File: config.mk
export PLATFORM = sky130hd
export DESIGN_NAME = dsil_cell
export DESIGN_NICKNAME = d
export VERILOG_FILES = /design/src/hw/rtl/dsil_pkg.sv /design/src/hw/rtl/dsil_cell.sv
export SDC_FILE = /design/constraint.sdc
export NUM_CORES = 1
export LEC_CHECK = 0
export BUFFER_PORTS_ARGS = -buffer_cell sky130_fd_sc_hd__buf_2
export CAP_MARGIN = 10
export CORE_MARGIN = 3
export CORE_UTILIZATION = 45
export DETAILED_ROUTE_END_ITERATION = 10
export PLACE_DENSITY = 0.79
export SLEW_MARGIN = 20
export SYNTH_ARGS = -nofsm -noshare
export SYNTH_HDL_FRONTEND = slang
export SYNTH_SLANG_ARGS = --single-unit
File: constraint.sdc
create_clock -name clk -period 9.8 [get_ports clk]
set_clock_uncertainty 0.1 [all_clocks]
set_input_delay 1.96 -clock clk [delete_from_list [all_inputs] [get_ports clk]]
set_output_delay 1.96 -clock clk [all_outputs]
set_load 0.05 [all_outputs]
File: src/hw/rtl/dsil_pkg.sv
// Shared types and codes for the descending sorted insertion list.
package dsil_pkg;

	localparam int ScoreW = 32;
	localparam int TagW   = 20;
	localparam int IndexW = 6;
	localparam int PosW   = 7;
	localparam int CountW = 7;

	typedef enum logic [1:0] {
		ACT_INSERT = 2'd0,
		ACT_READ   = 2'd1,
		ACT_CLEAR  = 2'd2,
		ACT_NONE   = 2'd3
	} action_t;

	typedef enum logic [1:0] {
		ST_OK    = 2'd0,
		ST_DROP  = 2'd1,
		ST_EVICT = 2'd2,
		ST_BAD   = 2'd3
	} status_t;

	typedef struct packed {
		logic [1:0]        action;
		logic [ScoreW-1:0] score;
		logic [TagW-1:0]   tag;
		logic [IndexW-1:0] index;
	} item_t;

	typedef struct packed {
		logic [PosW-1:0]   position;
		logic [ScoreW-1:0] entry_score;
		logic [TagW-1:0]   entry_tag;
		logic [CountW-1:0] count;
		logic [1:0]        status;
	} result_t;

	// broadcast to every cell of the chain
	typedef struct packed {
		logic              ins;
		logic [ScoreW-1:0] score;
	} cell_cmd_t;

endpackage

File: src/hw/rtl/dsil_cell.sv
// One slot of the sorted chain: holds a pair, compares, shifts from its upper neighbor.
module dsil_cell import dsil_pkg::*; #(
	parameter int TAG_BITS = 20
) (
	input  logic                clk,
	input  cell_cmd_t           cmd,
	input  logic [TAG_BITS-1:0] new_tag,
	input  logic                valid,
	input  logic                prev_f,
	input  logic [ScoreW-1:0]   prev_score,
	input  logic [TAG_BITS-1:0] prev_tag,
	output logic                f,
	output logic [ScoreW-1:0]   score_q,
	output logic [TAG_BITS-1:0] tag_q
);

	// f: new pair lands at or above this slot
	assign f = !valid || ($signed(score_q) < $signed(cmd.score));

	always_ff @(posedge clk) begin
		if (cmd.ins) begin
			if (prev_f) begin
				score_q <= prev_score;
				tag_q   <= prev_tag;
			end else if (f) begin
				score_q <= cmd.score;
				tag_q   <= new_tag;
			end
		end
	end

endmodule

After elaboration in Yosys (flattened, before gate mapping)
Index checks and enable logic that the tools add are counted.

Add/subtract/negate cells: 0. Multipliers: 0. Div/mod/pow operators: 0. Magnitude comparators: 1. Eq/ne operators: 0. Shifts and indexed selects: 0. Multiplexer cells: 4. Bitwise gates (word level): 0. Reduce and logical (&&, ||, !) cells: 4.

Operators by type and width (number): 2-to-1 mux 32 bit (2); 2-to-1 mux 20 bit (2); < comparator 32 bit (1); AND reduction 2 bit (1); nonzero test 2 bit (1); logical NOT 1 bit (1); logical OR 1 bit (1).

Flip-flop bits (word level): 52. Bits in latches: 0. Memory bits (writable): 0. Bits in read-only memories: 0. Input port bits: 108. Logic and storage cells: 11. Memories kept: 0.

Depth between registers and ports, before layout
Gate-level depths: netlist (run 1).

Depth in word-level cells: 4. Depth in mapped cells: 8. Mapped depth without buffers: 8.

Least setup slack after synthesis (run 1)
Ideal clock, no wire load.

Path kind: input-to-reg. From: in cmd[31] (netlist bit). To: reg score_q[0] (enable). Setup time: 0.556 ns. Data arrival time: 7.169 ns. Data required time: 9.144 ns. Slack: 1.974 ns. Stages: 8. Path through: inv_1 ha_1 nand4_1 nor2_1 a221o_1 a211oi_2 o21ai_0 a311oi_1.

Cells in the longest elaborated chain, start to end: 4.

RTL lines: start: declaration (RTL line dsil_cell.sv:6) `input cell_cmd_t cmd,`; < comparator 32 bit (RTL line dsil_cell.sv:18) `assign f = !valid || ($signed(score_q) < $signed(cmd.score));`; logical OR 1 bit (RTL line dsil_cell.sv:18); nonzero test 2 bit (no source line); AND reduction 2 bit (no source line); end signal: assignment (RTL line dsil_cell.sv:23) `score_q <= prev_score;`; end signal: assignment (RTL line dsil_cell.sv:26) `score_q <= cmd.score;`; end: declaration (RTL line dsil_cell.sv:13) `output logic [ScoreW-1:0] score_q,`.

No other way between the ends. A chain may end at the register's enable or synchronous reset.

Worst setup path after layout (run 1)
From: in cmd[31] (netlist bit). To: out f.

Cells in the longest elaborated chain, start to end: 2.

RTL lines: < comparator 32 bit (RTL line dsil_cell.sv:18); logical OR 1 bit (RTL line dsil_cell.sv:18); end: declaration (RTL line dsil_cell.sv:12) `output logic f,`.

No other way between the ends.

==> reports/metrics.sh, run 1 <==
STATUS='completed'
MULTIINPUTGATEAREA_SQ_UM=1250
SEQ_AREA_SQ_UM=1560
MAX_CAP_VIOL_COUNT=0
PATH_DELAY_FAMILY='compound AO/OA/AOI/OAI gates'
TOP_LEVEL_I_O_COUNT=161
FILLER_CELLS_INSERTED=511
POSTSYNTHREGISTERBITS=52
DETAILED_PLACER_S_ENDING_HPWL_UM=5510
LAYOUT-DRIVE-GT1-SHARE=0.459
FINAL_CRITICAL_PATH_SHARE_OF_THE_CLOCK_PERIOD=0.630
CRITPATHMAXSTAGEDELAY_NS=0.36
REG2REG_DEPTH=8
FLOORPLAN.INITIALDENSITY=0.482
POSTCTSRESIZEDCELLS=0
TIGHTEST_SLEW_MARGIN_RELATIVE_TO_THE_LIMIT=0.484
FMAXACHIEVABLE_GHz=0.162
HTREEDEPTH=2
N_ANTENNA_CELL=0
FINALWEIGHTEDCONGESTION=0.863
WORSTPATHARRIVAL_NS=4.11
FINALHOLDVIOLCOUNT=0
TOTAL_NUMBER_OF_VIAS=2492
P_LEAK_nW=1.93
NUMCTSBUFFERS=5
CTS.HOLD.BUFFERS_ADDED=0
POST_SYNTHESIS_MEAN_INSTANCE_AREA_SQ_UM=11.3
CLOCK_SINK_COUNT=52
REPORT.FINAL.SETUP_VIOL=0
PLACEMENT.IO_BUFFERS=160
POST-CTS-SETUP-BUFFERS=0
TOTALNEGATIVESETUPSLACK_NS=0
FINAL-MAX-SLEW-VIOLATION-COUNT=0
CRIT_PATH_START_KIND='input port'
CRITICAL_PATH_PEAK_FANOUT=6
NETLIST_INSTANCES=262
DETAIL_ROUTE.ITER0.VIOLATIONS=111
WIRE_LENGTH_OF_THE_FIRST_GLOBAL_ROUTING_PASS_UM=11100
WORSTREG2REGSTART='score_q[31]'
CP_CELL_SEQUENCE='buf_2 > inv_1 > ha_1 > nand4_1 > nor2_1 > a221o_1 > a211oi_2 > a21boi_2 > mux2_4 > buf_2'
CRITPATHLAUNCH='cmd[31]'
DESIGN.DIE.AREA_SQ_UM=7570
YS_SEQ_AREA_FRAC=0.529
CELLPOWERDENSITY_nW_PER_UM2=151
WORST_HOLD_STARTPOINT='score_q[31]'
WORST_PIN_SLEW_NS=0.774
REPORT.POWER.TOTAL_mW=0.597
MIN_PATH_CELLS=3
HOLD_WS_NS=1.14
NETS=561
CRITICAL_PATH.SLOWEST_CELL='ha_1'
GRT_SETUP_UNREPAIRED='false'
TIMING.CRITICAL_PATH.MODE_CELL='buf_2'
HOLD_PATH_END='score_q[24]'
WORSTSETUPPATHTYPE='in -> out'
CTSLONGESTPATHBUFFERS=2
DRCVIOLATIONCOUNT=0
HP-CLASS='reg -> reg'
ROUTE.ANTENNA.REMAINING_NETS=0
WORST_REG2REG_PATH_ENDPOINT='tag_q[8]'
WL_UM=6970
CRITICAL_PATH_BUF_INV_COUNT=3
CRIT_PATH_END_KIND='output port'
FIRST_GLOBAL_VIAS=2551
YOSYSUNIQUECELLTYPES=29
FLOORPLAN.CORE_AREA_SQ_UM=6130
DR.PASS1.ITERS=4
SHORTEST_CLOCK_PERIOD_THE_WORST_PATH_ALLOWS_AFTER_LAYOUT_NS=6.17
VIA_PER_INST=5.00
YOSYSWARNINGCOUNT=0
DIE_OUTLINE_HEIGHT_UM=87.0
CLKSLEWWORSTSETUPHOLDPATHS_NS=0.09
GRT_USAGE=0.187
MAX-VDD-IR-DROP_uV=79.3
POSTLAYOUTCOREUTIL=0.645
POST_SYNTH_INSTANCE_AREA_SQ_UM=2950
MOSTFREQUENTLAYOUTCELL='buf_2'
GLOBALROUTE.TOTALOVERFLOW=0
SYNTHTOLAYOUTAREAGROWTH_PCT=33.9
CLOCK_TREE_FROM_TRITONCTS='yes'
SYN-NUM-NETS=401
WORST_SKEW_PAIR.LATE_LATENCY_NS=0.30
REG2REG_SETUP_SLACK_NS=6.29
GRT_START_MAX_NET_PINS=86
NUMBER_OF_ANTENNA_VIOLATIONS_AT_THE_FIRST_CHECK_IN_GLOBAL_ROUTING=0
PLACE_WS_NS=3.64
CTS.ROOT.BUFFER_CELL='clkbuf_8'
ROWS=28
DIE_WIDTH_UM=87.0
LAYOUT_COMMON_CELLS='160 x buf_2, 52 x edfxtp_1, 38 x nand2_1'
POSTLAYOUTSETUPSLACKWORST_NS=3.63
AVGROUTEDWIREPERCELL_UM=14.0
TIMING.CRITICAL_PATH.REQUIRED_NS=7.74
## sequential cells by signal, summed over array words and instances, names as in the netlist
| name | flops |
|---|---|
| score_q | 32 |
| tag_q | 20 |
## cell type report
class,count,area share
clock inverter,3,0.00950
inverter,32,0.0304
multi-input combinational,169,0.318
sequential,52,0.395
clock buffer,5,0.0174
tap,75,0.0237
timing repair buffer,162,0.206
## per-layer routing
layer  up-vias  global-route usage  part of all wire
li1       1267                   -                 -
met1      1123               0.213              0.38
met2        96               0.336              0.52
met3         6              0.0568             0.088
met4         0              0.0552             0.012
met5         -                   0                 0
## worst max path at each step
stage                     slack [ns]    endpoint  depth (start not counted)
after global routing            3.46           f                         10
after floorplan                 1.97  score_q[0]                          8
after global placement          3.68           f                         10
after CTS                       3.62           f                         10
final                           3.63           f                         10
after detailed placement        3.64           f                         10
## worst min-delay path: cells and delay by family (launching register included)
| family | cells | cell delay [ns] |
|---|---|---|
| fa+ha+maj | 1 | 0.29 |
| flops | 1 | 0.37 |
| simple gates | 1 | 0.19 |
| compound gates | 1 | 0.22 |
## where the power goes
group | switching, mW | internal (mW) | total (mW) | leakage [nW]
clock network | 0.0681 | 0.0745 | 0.143 | 0.0532
logic | 0.121 | 0.0570 | 0.178 | 1.37
registers | 0.00753 | 0.269 | 0.277 | 0.507
total | 0.196 | 0.401 | 0.597 | 1.93
## cell usage after synthesis
master     n  area share
a211o_1    1      0.0030
a211oi_2   1      0.0042
a21boi_2   1      0.0038
a21o_1     2      0.0051
a21oi_1   13       0.022
a221o_1    1      0.0034
a311oi_1   1      0.0030
a31oi_1    1      0.0021
buf_1      2      0.0025
clkbuf_1   7      0.0089
edfxtp_1  52        0.53
ha_1      31        0.13
inv_1     32       0.041
mux2_2    21       0.080
mux2_4     1      0.0051
nand2_1   38       0.048
nand2b_1   1      0.0021
nand3_1    3      0.0051
nand3b_1   1      0.0025
nand4_1    6       0.013
nor2_1     3      0.0038
nor3_1     1      0.0017
nor3b_1    1      0.0025
nor4_1     1      0.0021
o21ai_0   36       0.061
o311a_1    1      0.0034
o41ai_2    1      0.0055
or2b_1     1      0.0025
or4_1      1      0.0025
## stage by stage
| step | instances | cell area (sq um) |
|---|---|---|
| 4_1_cts | 498 | 3950 |
| 2_1_floorplan | 262 | 2950 |
| 6_report | 498 | 3950 |
| 3_5_place_dp | 490 | 3850 |
| 3_3_place_gp | 490 | 3850 |
| 5_1_grt | 498 | 3950 |
## logic make-up after synthesis
group | Yosys count | synth area share
fa+ha+maj | 31 | 0.131
flops | 52 | 0.529
simple gates | 57 | 0.0860
compound gates | 59 | 0.117
buf+inv | 41 | 0.0521
mux | 22 | 0.0852
Note: power is estimated with default switching activity, not from simulation.
==> run 2: changes to the inputs <==
--- a/config.mk
+++ b/config.mk
@@ -8,9 +8,9 @@
 export BUFFER_PORTS_ARGS = -buffer_cell sky130_fd_sc_hd__buf_2
 export CAP_MARGIN = 10
 export CORE_MARGIN = 3
-export CORE_UTILIZATION = 45
+export CORE_UTILIZATION = 41
 export DETAILED_ROUTE_END_ITERATION = 10
-export PLACE_DENSITY = 0.79
+export PLACE_DENSITY = 0.75
 export SLEW_MARGIN = 20
 export SYNTH_ARGS = -nofsm -noshare
 export SYNTH_HDL_FRONTEND = slang
==> constraint.sdc (replaced) <==
create_clock -name clk -period 5.6 [get_ports clk]
set_clock_uncertainty 0.1 [all_clocks]
set_input_delay 1.12 -clock clk [delete_from_list [all_inputs] [get_ports clk]]
set_output_delay 1.12 -clock clk [all_outputs]
set_load 0.05 [all_outputs]
==> run 2 against run 1 <==
  * Register-to-register slack got worse by 3.7 ns
  * Sequential share of layout area fell by 0.075 points
  * Worst hold slack got worse by 0.15 ns
  * Setup slack got worse by 2.5 ns
  * Clock power rose by 42%
  * Largest power group unchanged
  * Highest routed layer unchanged
==> reports/metrics.sh, run 2 (synthesis gave the netlist of run 1 again) <==
DR.PASS1.ITERS=4
POSTPLACECELLAREA_SQ_UM=3880
CRITICAL_PATH_PEAK_FANOUT=6
SYNTHTOLAYOUTAREAGROWTH_PCT=34.1
MAX-VDD-IR-DROP_uV=122
TIMING.CRITICAL_PATH.REQUIRED_NS=4.38
HTREEDEPTH=2
WORST_REG2REG_PATH_ENDPOINT='score_q[1]'
GLOBALROUTE.TOTALOVERFLOW=0
HP-CLASS='in -> reg'
CRITICAL_PATH_BUF_INV_COUNT=3
FINAL-MAX-SLEW-VIOLATION-COUNT=0
TIMING.CRITICAL_PATH.MODE_CELL='buf_2'
NUMCTSBUFFERS=5
FIRST_GLOBAL_VIAS=2540
DIE_WIDTH_UM=90.9
WL_UM=7060
SHORTEST_CLOCK_PERIOD_THE_WORST_PATH_ALLOWS_AFTER_LAYOUT_NS=4.47
TOP_LEVEL_I_O_COUNT=161
CRITPATHMAXSTAGEDELAY_NS=0.37
CRITPATHLAUNCH='cmd[31]'
REGISTERS.TOP_BY_FF_COUNT='score_q'
POST-CTS-SETUP-BUFFERS=0
WORST_PIN_SLEW_NS=0.903
PLACE_WS_NS=1.12
LAYOUT-DRIVE-GT1-SHARE=0.458
REG2REG_SETUP_SLACK_NS=2.63
POSTLAYOUTSETUPSLACKWORST_NS=1.13
CTSLONGESTPATHBUFFERS=2
CTS.HOLD.BUFFERS_ADDED=0
CP_CELL_SEQUENCE='buf_2 > inv_1 > ha_1 > nand4_1 > nor2_1 > a221o_1 > a211oi_2 > a21boi_2 > mux2_4 > buf_2'
DRCVIOLATIONCOUNT=0
WORSTREG2REGSTART='score_q[31]'
TOTALNEGATIVESETUPSLACK_NS=0
GRT_START_MAX_NET_PINS=52
CTS.ROOT.BUFFER_CELL='clkbuf_8'
CRITICAL_PATH.SLOWEST_CELL='ha_1'
MOSTFREQUENTLAYOUTCELL='buf_2'
FMAXACHIEVABLE_GHz=0.224
WORSTPATHARRIVAL_NS=3.25
CLOCK_SINK_COUNT=52
CLKSLEWWORSTSETUPHOLDPATHS_NS=0.09
NUMBER_OF_ANTENNA_VIOLATIONS_AT_THE_FIRST_CHECK_IN_GLOBAL_ROUTING=0
CRITICAL_PATH_CELL_COUNT=10
CLOCK_TREE_FROM_TRITONCTS='yes'
ROUTE.ANTENNA.REMAINING_NETS=0
REG.LARGEST.LIST='score_q: 32 flops, tag_q: 20 flops'
STATUS='completed'
FLOORPLAN.CORE_AREA_SQ_UM=6910
WORST_HOLD_STARTPOINT='prev_score[25]'
WORST_SKEW_PAIR.LATE_LATENCY_NS=0.30
VIA_PER_INST=4.89
TIGHTEST_SLEW_MARGIN_RELATIVE_TO_THE_LIMIT=0.398
WORSTSETUPPATHTYPE='in -> out'
NUMBER_OF_FLIP_FLOPS_IN_THE_LARGEST_REGISTER=32
REPORT.FINAL.SETUP_VIOL=0
MAX_CAP_VIOL_COUNT=0
NETS=562
TOTAL_NUMBER_OF_VIAS=2544
CELLPOWERDENSITY_nW_PER_UM2=253
FILLER_CELLS_INSERTED=633
PLACEMENT.IO_BUFFERS=160
N_ANTENNA_CELL=0
FIN_AREA_SQ_UM=3960
ROWS=30
LAYOUT_COMMON_CELLS='160 x buf_2, 52 x edfxtp_1, 38 x nand2_1'
GRT_USAGE=0.172
TIMING.CRITICAL_PATH.TO='f'
AVGROUTEDWIREPERCELL_UM=13.6
PATH_DELAY_FAMILY='compound AO/OA/AOI/OAI gates'
GRT_SETUP_UNREPAIRED='false'
FINALHOLDVIOLCOUNT=0
DETAIL_ROUTE.ITER0.VIOLATIONS=102
DETAILED_PLACER_S_ENDING_HPWL_UM=5620
DESIGN.DIE.AREA_SQ_UM=8260
DIE_OUTLINE_HEIGHT_UM=90.9
CRIT_PATH_END_KIND='output port'
FINAL_CRITICAL_PATH_SHARE_OF_THE_CLOCK_PERIOD=0.798
WIRE_LENGTH_OF_THE_FIRST_GLOBAL_ROUTING_PASS_UM=11400
P_LEAK_nW=1.92
REPORT.POWER.TOTAL_mW=1.00
REG2REG_DEPTH=8
MIN_PATH_CELLS=3
CRIT_PATH_START_KIND='input port'
FINALWEIGHTEDCONGESTION=0.784
FLOORPLAN.INITIALDENSITY=0.428
POSTCTSRESIZEDCELLS=0
-- run 2: cell count changes in the layout (fill, tap and decap cells not counted), sizes merged --
cell	delta
clkbuf	+2
buf	+1
bufinv	-1
clkinv	-1
-- run 2: worst min path at each step --
stage | to | slack [ns]
2_1_floorplan | score_q[30] | 1.21
3_3_place_gp | score_q[31] | 1.25
3_5_place_dp | score_q[31] | 1.29
4_1_cts | score_q[28] | 0.98
5_1_grt | score_q[28] | 0.98
6_report | score_q[25] | 0.99
-- run 2: worst min-delay path, delay by kind of cell --
family	cells	cell delay, ns
compound gates	1	0.06
buf+inv	1	0.07
simple gates	1	0.04
-- run 2: through the flow --
step	util	cells	hold slack [ns]
3_5_place_dp	0.562	512	1.29
2_1_floorplan	-	262	1.21
5_1_grt	0.573	520	0.981
3_3_place_gp	0.562	512	1.25
6_report	0.573	520	0.992
4_1_cts	0.573	520	0.984
-- run 2: report_power, final --
part	internal [mW]	switching, mW
combinational	0.101	0.211
sequential	0.471	0.0137
clock	0.0874	0.116
total	0.659	0.341
-- run 2: layout make-up --
cell class / count / area, sq um / area share
Inverter: 32 / 120 / 0.0303
Sequential cell: 52 / 1560 / 0.394
Timing Repair Buffer: 163 / 823 / 0.208
Tap cell: 96 / 120 / 0.0303
Multi-Input combinational cell: 169 / 1250 / 0.317
Clock inverter: 1 / 3.75 / 0.000948
Clock buffer: 7 / 76.3 / 0.0193
-- run 2: metal layers --
layer / part of all wire / global-route usage / routed length (um)
met1: 0.39 / 0.177 / 2760
met2: 0.50 / 0.321 / 3550
met3: 0.084 / 0.0533 / 591
met4: 0.023 / 0.0691 / 165
met5: 0 / 0 / 0
